<file path="config.mk">
export PLATFORM = sky130hd
export DESIGN_NAME = update_sequencer_with_event_queue_top_flat
export DESIGN_NICKNAME = d
export VERILOG_FILES = /design/src/rtl/usq_pkg.sv /design/src/rtl/usq_req_if.sv /design/src/rtl/usq_rsp_if.sv /design/src/rtl/usq_ram.sv /design/src/rtl/update_sequencer_with_event_queue_top.sv /design/src/flat_wrapper.sv
export SDC_FILE = /design/constraint.sdc
export NUM_CORES = 1
export LEC_CHECK = 0
export BUFFER_PORTS_ARGS = -buffer_cell sky130_fd_sc_hd__buf_2
export CORE_MARGIN = 8
export CORE_UTILIZATION = 40
export CTS_BUF_LIST = sky130_fd_sc_hd__clkbuf_16
export CTS_CLUSTER_DIAMETER = 80
export DETAILED_ROUTE_END_ITERATION = 8
export SLEW_MARGIN = 0
export SYNTH_ARGS = -nofsm -noshare
export SYNTH_HDL_FRONTEND = slang
export SYNTH_SLANG_ARGS = --single-unit
</file>
<file path="constraint.sdc">
create_clock -name clk -period 7.5 [get_ports clk]
set_input_delay 0.75 -clock clk [delete_from_list [all_inputs] [get_ports clk]]
set_output_delay 0.75 -clock clk [all_outputs]
set_load 0.005 [all_outputs]
</file>
<file path="src/rtl/usq_pkg.sv">
package usq_pkg;

    // Field widths of the request and response beats.
    localparam int CMD_W   = 2;
    localparam int EVENT_W = 4;
    localparam int STATE_W = 3;
    localparam int ERROR_W = 3;
    localparam int RETRY_W = 8;
    localparam int COUNT_W = 32;

    // Configuration port geometry.
    localparam int APB_DATA_W = 32;
    localparam int APB_ADDR_W = 3;

    // Register index, taken from the word address bit.
    localparam logic REG_RETRY_LIMIT = 1'b0;
    localparam logic [RETRY_W-1:0] RETRY_LIMIT_RESET = 8'd3;

    // Commands.
    localparam logic [CMD_W-1:0] CMD_ENQUEUE    = 2'd0;
    localparam logic [CMD_W-1:0] CMD_PROCESS    = 2'd1;
    localparam logic [CMD_W-1:0] CMD_FLUSH      = 2'd2;
    localparam logic [CMD_W-1:0] CMD_SOFT_RESET = 2'd3;

    // Event codes.
    localparam logic [EVENT_W-1:0] EVT_CHECK      = 4'd0;
    localparam logic [EVENT_W-1:0] EVT_FOUND      = 4'd1;
    localparam logic [EVENT_W-1:0] EVT_NOT_FOUND  = 4'd2;
    localparam logic [EVENT_W-1:0] EVT_DOWNLOADED = 4'd3;
    localparam logic [EVENT_W-1:0] EVT_VERIFIED   = 4'd4;
    localparam logic [EVENT_W-1:0] EVT_APPLIED    = 4'd5;
    localparam logic [EVENT_W-1:0] EVT_REBOOTED   = 4'd6;
    localparam logic [EVENT_W-1:0] EVT_FAILED     = 4'd7;
    localparam logic [EVENT_W-1:0] EVT_TIMEOUT    = 4'd8;
    localparam logic [EVENT_W-1:0] EVT_ROLLBACK   = 4'd9;
    localparam logic [EVENT_W-1:0] EVT_RETRY      = 4'd10;
    localparam logic [EVENT_W-1:0] EVT_RESET      = 4'd11;

    // Error codes.
    localparam logic [ERROR_W-1:0] ERR_OK        = 3'd0;
    localparam logic [ERROR_W-1:0] ERR_TIMEOUT   = 3'd1;
    localparam logic [ERROR_W-1:0] ERR_HASH      = 3'd2;
    localparam logic [ERROR_W-1:0] ERR_FLASH     = 3'd3;
    localparam logic [ERROR_W-1:0] ERR_ROLLBACK  = 3'd4;
    localparam logic [ERROR_W-1:0] ERR_BAD_STATE = 3'd5;

    // Sequencer phases, one-hot. Bit position equals the external state code.
    localparam int PHASE_COUNT = 8;

    typedef enum logic [PHASE_COUNT-1:0] {
        PH_APP      = 8'b0000_0001,
        PH_CHECK    = 8'b0000_0010,
        PH_DOWNLOAD = 8'b0000_0100,
        PH_VERIFY   = 8'b0000_1000,
        PH_APPLY    = 8'b0001_0000,
        PH_REBOOT   = 8'b0010_0000,
        PH_ROLLBACK = 8'b0100_0000,
        PH_ERROR    = 8'b1000_0000
    } phase_t;

    // One response beat.
    typedef struct packed {
        logic               queue_full;
        logic               event_taken;
        logic               transitioned;
        logic [STATE_W-1:0] previous_state;
        logic [STATE_W-1:0] current_state;
        logic               error_entered;
        logic [ERROR_W-1:0] error_code;
        logic [RETRY_W-1:0] retries;
        logic [COUNT_W-1:0] events_handled;
    } result_t;

    // Binary state code of a one-hot phase.
    function automatic logic [STATE_W-1:0] phase_code(phase_t p);
        logic [STATE_W-1:0] c;
        c = '0;
        for (int i = 0; i < PHASE_COUNT; i++)
        begin
            if (p[i])
            begin
                c = c | STATE_W'(i);
            end
        end
        return c;
    endfunction

endpackage

</file>
<file path="src/rtl/usq_req_if.sv">
interface usq_req_if;

    logic                         valid;
    logic                         ready;
    logic [usq_pkg::CMD_W-1:0]    command;
    logic [usq_pkg::EVENT_W-1:0]  event_code;

    modport source (output valid, output command, output event_code, input ready);
    modport sink   (input valid, input command, input event_code, output ready);

endinterface

</file>
<file path="src/rtl/usq_rsp_if.sv">
interface usq_rsp_if;

    logic                         valid;
    logic                         ready;
    logic                         queue_full;
    logic                         event_taken;
    logic                         transitioned;
    logic [usq_pkg::STATE_W-1:0]  previous_state;
    logic [usq_pkg::STATE_W-1:0]  current_state;
    logic                         error_entered;
    logic [usq_pkg::ERROR_W-1:0]  error_code;
    logic [usq_pkg::RETRY_W-1:0]  retries;
    logic [usq_pkg::COUNT_W-1:0]  events_handled;

    modport source (
        output valid, output queue_full, output event_taken, output transitioned,
        output previous_state, output current_state, output error_entered,
        output error_code, output retries, output events_handled,
        input ready
    );
    modport sink (
        input valid, input queue_full, input event_taken, input transitioned,
        input previous_state, input current_state, input error_entered,
        input error_code, input retries, input events_handled,
        output ready
    );

endinterface

</file>
<file path="src/rtl/usq_ram.sv">
module usq_ram #(
    parameter int WIDTH = 4,
    parameter int DEPTH = 8
) (
    input  logic                     clk,
    input  logic                     wr_en,
    input  logic [$clog2(DEPTH)-1:0] wr_addr,
    input  logic [WIDTH-1:0]         wr_data,
    input  logic [$clog2(DEPTH)-1:0] rd_addr,
    output logic [WIDTH-1:0]         rd_data
);

    logic [WIDTH-1:0] mem [DEPTH];

    // One write port and one registered read port; a read of the address
    // being written returns the old contents.
    always_ff @(posedge clk)
    begin
        if (wr_en)
        begin
            mem[wr_addr] <= wr_data;
        end
        rd_data <= mem[rd_addr];
    end

endmodule

</file>
<file path="src/rtl/update_sequencer_with_event_queue_top.sv">
// A request beat is decided in the cycle it is accepted; its response is registered in the
// output register, or in the skid register while the output register holds a beat. One
// request beat per cycle is taken while the skid register is empty; the queue RAM head is
// prefetched every cycle. A two-entry output buffer takes one more request beat while a
// response beat waits. Reset (rst_n, asynchronous, active low) clears the pointers, phase,
// error code, counters and output buffer and sets retry_limit to 3; queue storage is not cleared.
module update_sequencer_with_event_queue_top #(
    parameter int QUEUE_DEPTH = 8
) (
    input  logic                             clk,
    input  logic                             rst_n,
    usq_req_if.sink                          req,
    usq_rsp_if.source                        rsp,
    input  logic                             psel,
    input  logic                             penable,
    input  logic                             pwrite,
    input  logic [usq_pkg::APB_ADDR_W-1:0]   paddr,
    input  logic [usq_pkg::APB_DATA_W-1:0]   pwdata,
    output logic [usq_pkg::APB_DATA_W-1:0]   prdata,
    output logic                             pready
);

    localparam int PTR_W = $clog2(QUEUE_DEPTH);
    localparam logic [PTR_W-1:0] LAST_PTR = PTR_W'(QUEUE_DEPTH - 1);

    logic [usq_pkg::RETRY_W-1:0] retry_limit_reg;

    logic [PTR_W-1:0]            rp_reg, rp_next, rp_inc;
    logic [PTR_W-1:0]            wp_reg, wp_next, wp_inc;
    usq_pkg::phase_t             phase_reg, phase_next, target;
    logic [usq_pkg::ERROR_W-1:0] err_reg, err_next;
    logic [usq_pkg::RETRY_W-1:0] retry_reg, retry_next, retry_inc;
    logic [usq_pkg::COUNT_W-1:0] count_reg, count_next;
    logic [usq_pkg::ERROR_W-1:0] err_upd;
    logic [usq_pkg::RETRY_W-1:0] retry_upd;

    logic                        wr_en;
    logic [usq_pkg::EVENT_W-1:0] ram_rd_data;
    logic [usq_pkg::EVENT_W-1:0] head_ev;
    logic                        byp_valid_reg;
    logic [usq_pkg::EVENT_W-1:0] byp_data_reg;

    logic                        accept;
    usq_pkg::result_t            res;
    usq_pkg::result_t            out_data_reg, skid_data_reg;
    logic                        out_valid_reg, skid_valid_reg;
    logic                        out_fire;

    // Configuration port: one register, decoded from the word address bit.
    assign pready = 1'b1;

    always_ff @(posedge clk or negedge rst_n)
    begin
        if (!rst_n)
        begin
            retry_limit_reg <= usq_pkg::RETRY_LIMIT_RESET;
        end
        else if (psel && penable && pwrite && pready
                 && paddr[2] == usq_pkg::REG_RETRY_LIMIT)
        begin
            retry_limit_reg <= pwdata[usq_pkg::RETRY_W-1:0];
        end
    end

    always_comb
    begin
        prdata = '0;
        if (paddr[2] == usq_pkg::REG_RETRY_LIMIT)
        begin
            prdata = usq_pkg::APB_DATA_W'(retry_limit_reg);
        end
    end

    // Handshake: the output buffer takes a second beat before it stalls the request side.
    assign accept    = req.valid && req.ready;
    assign req.ready = !skid_valid_reg;
    assign out_fire  = out_valid_reg && rsp.ready;

    // Ring pointer increments with wrap at the queue depth.
    assign rp_inc = (rp_reg == LAST_PTR) ? '0 : rp_reg + 1'b1;
    assign wp_inc = (wp_reg == LAST_PTR) ? '0 : wp_reg + 1'b1;

    // Queue head: RAM data read at the pointer of the previous edge, or the beat
    // written to that same slot at that edge.
    assign head_ev = byp_valid_reg ? byp_data_reg : ram_rd_data;

    assign retry_inc = retry_reg + 1'b1;

    // Event decision: global events first, then the rules of the current phase.
    always_comb
    begin
        target   = phase_reg;
        err_next = err_reg;
        retry_next = retry_reg;
        if (head_ev == usq_pkg::EVT_RESET)
        begin
            target = usq_pkg::PH_APP;
        end
        else if (head_ev == usq_pkg::EVT_TIMEOUT)
        begin
            err_next = usq_pkg::ERR_TIMEOUT;
            target   = usq_pkg::PH_ERROR;
        end
        else if (head_ev == usq_pkg::EVT_RETRY)
        begin
            retry_next = retry_inc;
            if (retry_inc >= retry_limit_reg)
            begin
                err_next = usq_pkg::ERR_BAD_STATE;
                target   = usq_pkg::PH_ERROR;
            end
        end
        else
        begin
            unique case (phase_reg)
                usq_pkg::PH_APP:
                begin
                    if (head_ev == usq_pkg::EVT_CHECK) target = usq_pkg::PH_CHECK;
                end
                usq_pkg::PH_CHECK:
                begin
                    if (head_ev == usq_pkg::EVT_FOUND) target = usq_pkg::PH_DOWNLOAD;
                    if (head_ev == usq_pkg::EVT_NOT_FOUND) target = usq_pkg::PH_APP;
                    if (head_ev == usq_pkg::EVT_FAILED)
                    begin
                        err_next = usq_pkg::ERR_BAD_STATE;
                        target   = usq_pkg::PH_ERROR;
                    end
                end
                usq_pkg::PH_DOWNLOAD:
                begin
                    if (head_ev == usq_pkg::EVT_DOWNLOADED) target = usq_pkg::PH_VERIFY;
                    if (head_ev == usq_pkg::EVT_FAILED)
                    begin
                        err_next = usq_pkg::ERR_BAD_STATE;
                        target   = usq_pkg::PH_ERROR;
                    end
                end
                usq_pkg::PH_VERIFY:
                begin
                    if (head_ev == usq_pkg::EVT_VERIFIED) target = usq_pkg::PH_APPLY;
                    if (head_ev == usq_pkg::EVT_FAILED)
                    begin
                        err_next = usq_pkg::ERR_HASH;
                        target   = usq_pkg::PH_ERROR;
                    end
                end
                usq_pkg::PH_APPLY:
                begin
                    if (head_ev == usq_pkg::EVT_APPLIED) target = usq_pkg::PH_REBOOT;
                    if (head_ev == usq_pkg::EVT_FAILED)
                    begin
                        err_next = usq_pkg::ERR_FLASH;
                        target   = usq_pkg::PH_ERROR;
                    end
                end
                usq_pkg::PH_REBOOT:
                begin
                    if (head_ev == usq_pkg::EVT_REBOOTED) target = usq_pkg::PH_APP;
                end
                usq_pkg::PH_ROLLBACK:
                begin
                    if (head_ev == usq_pkg::EVT_APPLIED) target = usq_pkg::PH_REBOOT;
                    if (head_ev == usq_pkg::EVT_FAILED)
                    begin
                        err_next = usq_pkg::ERR_ROLLBACK;
                        target   = usq_pkg::PH_ERROR;
                    end
                end
                usq_pkg::PH_ERROR:
                begin
                    if (head_ev == usq_pkg::EVT_ROLLBACK) target = usq_pkg::PH_ROLLBACK;
                end
                default:
                begin
                end
            endcase
        end
    end

    // Command handling and the response beat for the accepted request.
    always_comb
    begin
        rp_next    = rp_reg;
        wp_next    = wp_reg;
        phase_next = phase_reg;
        count_next = count_reg;
        wr_en      = 1'b0;
        res        = '0;
        res.previous_state = usq_pkg::phase_code(phase_reg);

        if (accept)
        begin
            unique case (req.command)
                usq_pkg::CMD_ENQUEUE:
                begin
                    if (wp_inc == rp_reg)
                    begin
                        res.queue_full = 1'b1;
                    end
                    else
                    begin
                        wr_en   = 1'b1;
                        wp_next = wp_inc;
                    end
                end
                usq_pkg::CMD_PROCESS:
                begin
                    if (rp_reg != wp_reg)
                    begin
                        rp_next         = rp_inc;
                        count_next      = count_reg + 1'b1;
                        res.event_taken = 1'b1;
                        if (target != phase_reg)
                        begin
                            phase_next       = target;
                            res.transitioned = 1'b1;
                            res.error_entered = (target == usq_pkg::PH_ERROR);
                        end
                    end
                end
                usq_pkg::CMD_FLUSH:
                begin
                    rp_next = '0;
                    wp_next = '0;
                end
                default:
                begin
                    phase_next       = usq_pkg::PH_APP;
                    res.transitioned = 1'b1;
                end
            endcase
        end

        res.current_state  = usq_pkg::phase_code(phase_next);
        res.error_code     = err_upd;
        res.retries        = retry_upd;
        res.events_handled = count_next;
    end

    // Error code and retry count follow the same command decode.
    always_comb
    begin
        err_upd   = err_reg;
        retry_upd = retry_reg;
        if (accept && req.command == usq_pkg::CMD_PROCESS && rp_reg != wp_reg)
        begin
            err_upd   = err_next;
            retry_upd = (target != phase_reg) ? '0 : retry_next;
        end
        else if (accept && req.command == usq_pkg::CMD_SOFT_RESET)
        begin
            err_upd   = usq_pkg::ERR_OK;
            retry_upd = '0;
        end
    end

    // Sequencer state registers.
    always_ff @(posedge clk or negedge rst_n)
    begin
        if (!rst_n)
        begin
            rp_reg        <= '0;
            wp_reg        <= '0;
            phase_reg     <= usq_pkg::PH_APP;
            err_reg       <= usq_pkg::ERR_OK;
            retry_reg     <= '0;
            count_reg     <= '0;
            byp_valid_reg <= 1'b0;
        end
        else
        begin
            rp_reg        <= rp_next;
            wp_reg        <= wp_next;
            phase_reg     <= phase_next;
            err_reg       <= err_upd;
            retry_reg     <= retry_upd;
            count_reg     <= count_next;
            byp_valid_reg <= wr_en && (wp_reg == rp_next);
        end
    end

    always_ff @(posedge clk)
    begin
        byp_data_reg <= req.event_code;
    end

    // Event storage; the read address is the head pointer of the next cycle.
    usq_ram #(
        .WIDTH (usq_pkg::EVENT_W),
        .DEPTH (QUEUE_DEPTH)
    ) u_event_ram (
        .clk     (clk),
        .wr_en   (wr_en),
        .wr_addr (wp_reg),
        .wr_data (req.event_code),
        .rd_addr (rp_next),
        .rd_data (ram_rd_data)
    );

    // Two-entry output buffer: output register plus skid register.
    always_ff @(posedge clk or negedge rst_n)
    begin
        if (!rst_n)
        begin
            out_valid_reg  <= 1'b0;
            skid_valid_reg <= 1'b0;
        end
        else if (out_fire)
        begin
            if (skid_valid_reg)
            begin
                skid_valid_reg <= 1'b0;
            end
            else
            begin
                out_valid_reg <= accept;
            end
        end
        else if (accept)
        begin
            if (out_valid_reg)
            begin
                skid_valid_reg <= 1'b1;
            end
            else
            begin
                out_valid_reg <= 1'b1;
            end
        end
    end

    always_ff @(posedge clk)
    begin
        if (out_fire && skid_valid_reg)
        begin
            out_data_reg <= skid_data_reg;
        end
        else if (accept && (out_fire || !out_valid_reg))
        begin
            out_data_reg <= res;
        end
        if (accept && out_valid_reg && !out_fire)
        begin
            skid_data_reg <= res;
        end
    end

    // Response fields.
    assign rsp.valid          = out_valid_reg;
    assign rsp.queue_full     = out_data_reg.queue_full;
    assign rsp.event_taken    = out_data_reg.event_taken;
    assign rsp.transitioned   = out_data_reg.transitioned;
    assign rsp.previous_state = out_data_reg.previous_state;
    assign rsp.current_state  = out_data_reg.current_state;
    assign rsp.error_entered  = out_data_reg.error_entered;
    assign rsp.error_code     = out_data_reg.error_code;
    assign rsp.retries        = out_data_reg.retries;
    assign rsp.events_handled = out_data_reg.events_handled;

    // Checks.
    a_skid_needs_out: assert property (@(posedge clk) disable iff (!rst_n)
        skid_valid_reg |-> out_valid_reg)
        else $error("skid register holds a beat while the output register is empty");

    a_ptr_range: assert property (@(posedge clk) disable iff (!rst_n)
        (rp_reg <= LAST_PTR) && (wp_reg <= LAST_PTR))
        else $error("queue pointer beyond the queue depth");

    a_count_step: assert property (@(posedge clk) disable iff (!rst_n)
        (accept && res.event_taken) |=> (count_reg == $past(count_reg) + 1'b1))
        else $error("event counter did not advance on a taken event");

    a_error_entry: assert property (@(posedge clk) disable iff (!rst_n)
        (accept && res.error_entered) |=> (phase_reg == usq_pkg::PH_ERROR))
        else $error("error entry reported without reaching the error phase");

    a_bypass_after_write: assert property (@(posedge clk) disable iff (!rst_n)
        byp_valid_reg |-> $past(wr_en))
        else $error("head bypass set without a queue write");

endmodule
</file>
<file path="src/flat_wrapper.sv">
// flat-port wrapper written by rule: the top's interface ports become plain ports
module update_sequencer_with_event_queue_top_flat 
#(
    parameter int QUEUE_DEPTH = 8
)
  (clk, rst_n, psel, penable, pwrite, paddr, pwdata, prdata, pready, req_valid, req_command, req_event_code, req_ready, rsp_valid, rsp_queue_full, rsp_event_taken, rsp_transitioned, rsp_previous_state, rsp_current_state, rsp_error_entered, rsp_error_code, rsp_retries, rsp_events_handled, rsp_ready);
  usq_req_if req_i ();
  usq_rsp_if rsp_i ();
  input  logic clk;
  input  logic rst_n;
  input  logic psel;
  input  logic penable;
  input  logic pwrite;
  input  logic [usq_pkg::APB_ADDR_W-1:0] paddr;
  input  logic [usq_pkg::APB_DATA_W-1:0] pwdata;
  output logic [usq_pkg::APB_DATA_W-1:0] prdata;
  output logic pready;
  input wire logic [$bits(req_i.valid)-1:0] req_valid;
  input wire logic [$bits(req_i.command)-1:0] req_command;
  input wire logic [$bits(req_i.event_code)-1:0] req_event_code;
  output wire logic [$bits(req_i.ready)-1:0] req_ready;
  output wire logic [$bits(rsp_i.valid)-1:0] rsp_valid;
  output wire logic [$bits(rsp_i.queue_full)-1:0] rsp_queue_full;
  output wire logic [$bits(rsp_i.event_taken)-1:0] rsp_event_taken;
  output wire logic [$bits(rsp_i.transitioned)-1:0] rsp_transitioned;
  output wire logic [$bits(rsp_i.previous_state)-1:0] rsp_previous_state;
  output wire logic [$bits(rsp_i.current_state)-1:0] rsp_current_state;
  output wire logic [$bits(rsp_i.error_entered)-1:0] rsp_error_entered;
  output wire logic [$bits(rsp_i.error_code)-1:0] rsp_error_code;
  output wire logic [$bits(rsp_i.retries)-1:0] rsp_retries;
  output wire logic [$bits(rsp_i.events_handled)-1:0] rsp_events_handled;
  input wire logic [$bits(rsp_i.ready)-1:0] rsp_ready;
  assign req_i.valid = req_valid;
  assign req_i.command = req_command;
  assign req_i.event_code = req_event_code;
  assign req_ready = req_i.ready;
  assign rsp_valid = rsp_i.valid;
  assign rsp_queue_full = rsp_i.queue_full;
  assign rsp_event_taken = rsp_i.event_taken;
  assign rsp_transitioned = rsp_i.transitioned;
  assign rsp_previous_state = rsp_i.previous_state;
  assign rsp_current_state = rsp_i.current_state;
  assign rsp_error_entered = rsp_i.error_entered;
  assign rsp_error_code = rsp_i.error_code;
  assign rsp_retries = rsp_i.retries;
  assign rsp_events_handled = rsp_i.events_handled;
  assign rsp_i.ready = rsp_ready;
  update_sequencer_with_event_queue_top #(.QUEUE_DEPTH(QUEUE_DEPTH)) u_core (.clk(clk), .rst_n(rst_n), .req(req_i), .rsp(rsp_i), .psel(psel), .penable(penable), .pwrite(pwrite), .paddr(paddr), .pwdata(pwdata), .prdata(prdata), .pready(pready));
endmodule
</file>
==> results.sh <==
export IMPL_track_usage_pct=14.2
export IMPL_hp_class="input port to asynchronous set/reset pin"
export IMPL_clk_pin_slew_worst_paths_ps=60
export IMPL_io_pin_count=136
export IMPL_stdcell_count=1309
export IMPL_ys_ff_latch=214
export IMPL_max_slew_margin_pct=27.4
export IMPL_multi_input_area_sq_um=4000
export IMPL_viasPerCell=5.19
export IMPL_rsz0062_at_grt="false"
export IMPL_grt_pass1_vias=6758
export IMPL_cp_data_required_time_ps=7830
export IMPL_largest_register_ffs=53
export IMPL_drt_iter0_markers=407
export IMPL_clock_sinks=214
export IMPL_dp_hpwl_um=15700
export IMPL_die_w_um=177
export IMPL_crit_path_end_kind="flip-flop"
export IMPL_fin_area_sq_um=11800
export IMPL_syn_mean_instance_area_sq_um=11.9
export IMPL_tns_ps=0
export IMPL_cts_hold_buf=0
export IMPL_fmax_ghz=0.217
export IMPL_grt_max_degree=69
export IMPL_nNetsFinal=1022
export IMPL_wl_per_cell_um=17.3
export IMPL_die_h_um=177
export IMPL_h_tree_depth=1
export IMPL_power_density_nw_per_um2=331
export IMPL_start_util_pct=40.2
export IMPL_drtPass1Iterations=5
export IMPL_ys_dominant_reg_cell="edfxtp_1"
export IMPL_yosysUniqueCellTypes=87
export IMPL_hold_viol=0
export IMPL_regArea_sq_um=6010
export IMPL_vias=6795
export IMPL_placed_cell_area_sq_um=11000
export IMPL_cts_tree="done"
export IMPL_status="complete, no violations"
export IMPL_skew_ps=16.4
export IMPL_die_area_sq_um=31300
export IMPL_drcViolationCount=0
export IMPL_ys_warn_count=0
export IMPL_slew_violations=0
export IMPL_grt_ovfl_total=0
export IMPL_finalSetupViolCount=0
export IMPL_clk_latency_ps=520
export IMPL_post_route_min_period_ps=4600
export IMPL_antenna_cells=0
export IMPL_crit_arrival_ps=4940
export IMPL_core_area_sq_um=25800
export IMPL_fp_row_count=59
export IMPL_p_leak_nw=4.87
export IMPL_port_buffers=84
export IMPL_ant_nets=0
export IMPL_cts_resized=0
export IMPL_drive_above_1_share_pct=20.8
export IMPL_seq_area_frac_synth_pct=58.0
export IMPL_finalPower_mw=3.92
export IMPL_path_class="flip-flop to flip-flop"
export IMPL_clock_path_buffers=3
export IMPL_syn2layout_area_growth_pct=14.0
export IMPL_netlist_area_sq_um=10400
export IMPL_post_cts_buffers=0
export IMPL_ys_async_sr_fraction_pct=31.8
export IMPL_dpl_cell_count=1265
export IMPL_root_buffer="clkbuf_16"
export IMPL_final_cell_mix="138 x edfxtp_1, 111 x nor2_1, 84 x buf_2, 65 x dfrtp_1, 63 x nand2_1"
export IMPL_grt_pass1_wl_um=36200
export IMPL_period_share_pct=61.4
export IMPL_cp_start_kind="flip-flop"
export IMPL_worstPathMaxFanout=8
export IMPL_fillers=2374
export IMPL_layout_commonest_cell="edfxtp_1"
export IMPL_tightest_slew_ps=1080
export IMPL_place_gp_congestion=0.916
export IMPL_cts_inserted_buffers=24
export IMPL_synth_cells=873
export IMPL_peakVddDrop_uv=178
export IMPL_synth_edff_count=138
export IMPL_antenna_found_initial=0
export IMPL_wirelength_um=22600
export IMPL_maxCapViolCount=0
==> kinds of logic (layout without fill, tap and decap cells) <==
logic type,Yosys count,count (layout),share of synthesized area (%)
flops,214,214,58.0
xor+xnor,50,50,4.22
compound gates,138,138,9.71
fa+ha+maj,18,18,2.17
mux,56,56,5.99
other cells,2,25,0.0724
buf+inv,88,166,4.46
simple gates,307,307,15.4
==> per-layer routing <==
metal | part of all wire, % | wire, um | track usage [%]
met3 | 5.3 | 1190 | 2.47
met5 | 0 | 0 | 0
met1 | 49 | 11000 | 20.5
met2 | 44 | 9970 | 21.5
met4 | 2.1 | 469 | 4.31
==> cell usage after synthesis, drive strengths merged, types with 5 or more instances <==
library cell	n	area share (%)
a21oi	23	1.1
a22oi	7	0.51
a31oi	10	0.81
and3	19	1.2
and4	5	0.42
buf	41	2.8
clkbuf	16	0.59
dfrtp	65	16
dfxtp	8	1.5
edfxtp	138	40
ha	18	2.2
inv	31	1.1
mux2	45	4.9
mux2i	11	1.1
nand2	64	2.3
nand3	22	1.1
nand4	10	0.60
nor2	111	4.0
nor2b	5	0.30
nor3	21	1.1
nor3b	6	0.43
nor4	12	1.4
o211ai	10	0.72
o21ai	31	1.5
o22ai	11	0.66
o2bb2ai	6	0.69
xnor2	27	2.3
xor2	23	1.9
==> worst paths after layout <==
check                                               to  slack [ps]                 start  cells past startpoint
max                        u_core.rsp.current_state[1]        2900   u_core.retry_reg[2]                     16
min                               u_core.count_reg[11]         450                 rst_n                      2
max reg2reg                u_core.rsp.current_state[1]        2900   u_core.retry_reg[2]                     16
min reg2reg                       u_core.count_reg[31]         470  u_core.count_reg[31]                      1
max in group asynchronous             u_core.wp_reg[1]        6420                 rst_n                      2
min in group clk                u_core.byp_data_reg[0]         450     req_event_code[0]                      1
==> cell type report <==
| cell class | count | area share [%] |
|---|---|---|
| clock buffer | 24 | 5.08 |
| multi-input combinational | 594 | 33.8 |
| tap | 335 | 3.55 |
| sequential | 214 | 50.8 |
| clock inverter | 20 | 1.73 |
| timing repair buffer | 91 | 4.00 |
| inverter | 31 | 0.984 |
==> stage by stage <==
stage,setup WS [ps],util (%),hold WS [ps]
after floorplan,3270,-,444
after global placement,2950,42.8,470
after detailed placement,2920,42.8,469
after CTS,2870,45.9,439
after global routing,2430,45.9,441
final,2900,45.9,450
==> critical path, stage by stage (launching register included) <==
cell      delay (ps)
dfrtp_1          480
and3_1           240
nand3_1          180
nor2_1           210
xnor2_1          200
ha_1             300
a211oi_1         240
nand3_1          100
a21oi_1          320
nor3_2           170
nor2b_1          310
a31oi_1          150
nor4_2           530
buf_4            270
or2_1            180
a31oi_2          240
o31ai_1          280
==> power breakdown <==
group	total, mW	switching [mW]	internal [mW]
logic	1.06	0.659	0.403
clock network	1.19	0.466	0.721
registers	1.67	0.128	1.54
total	3.92	1.25	2.67
(Power assumes the default switching activity.)
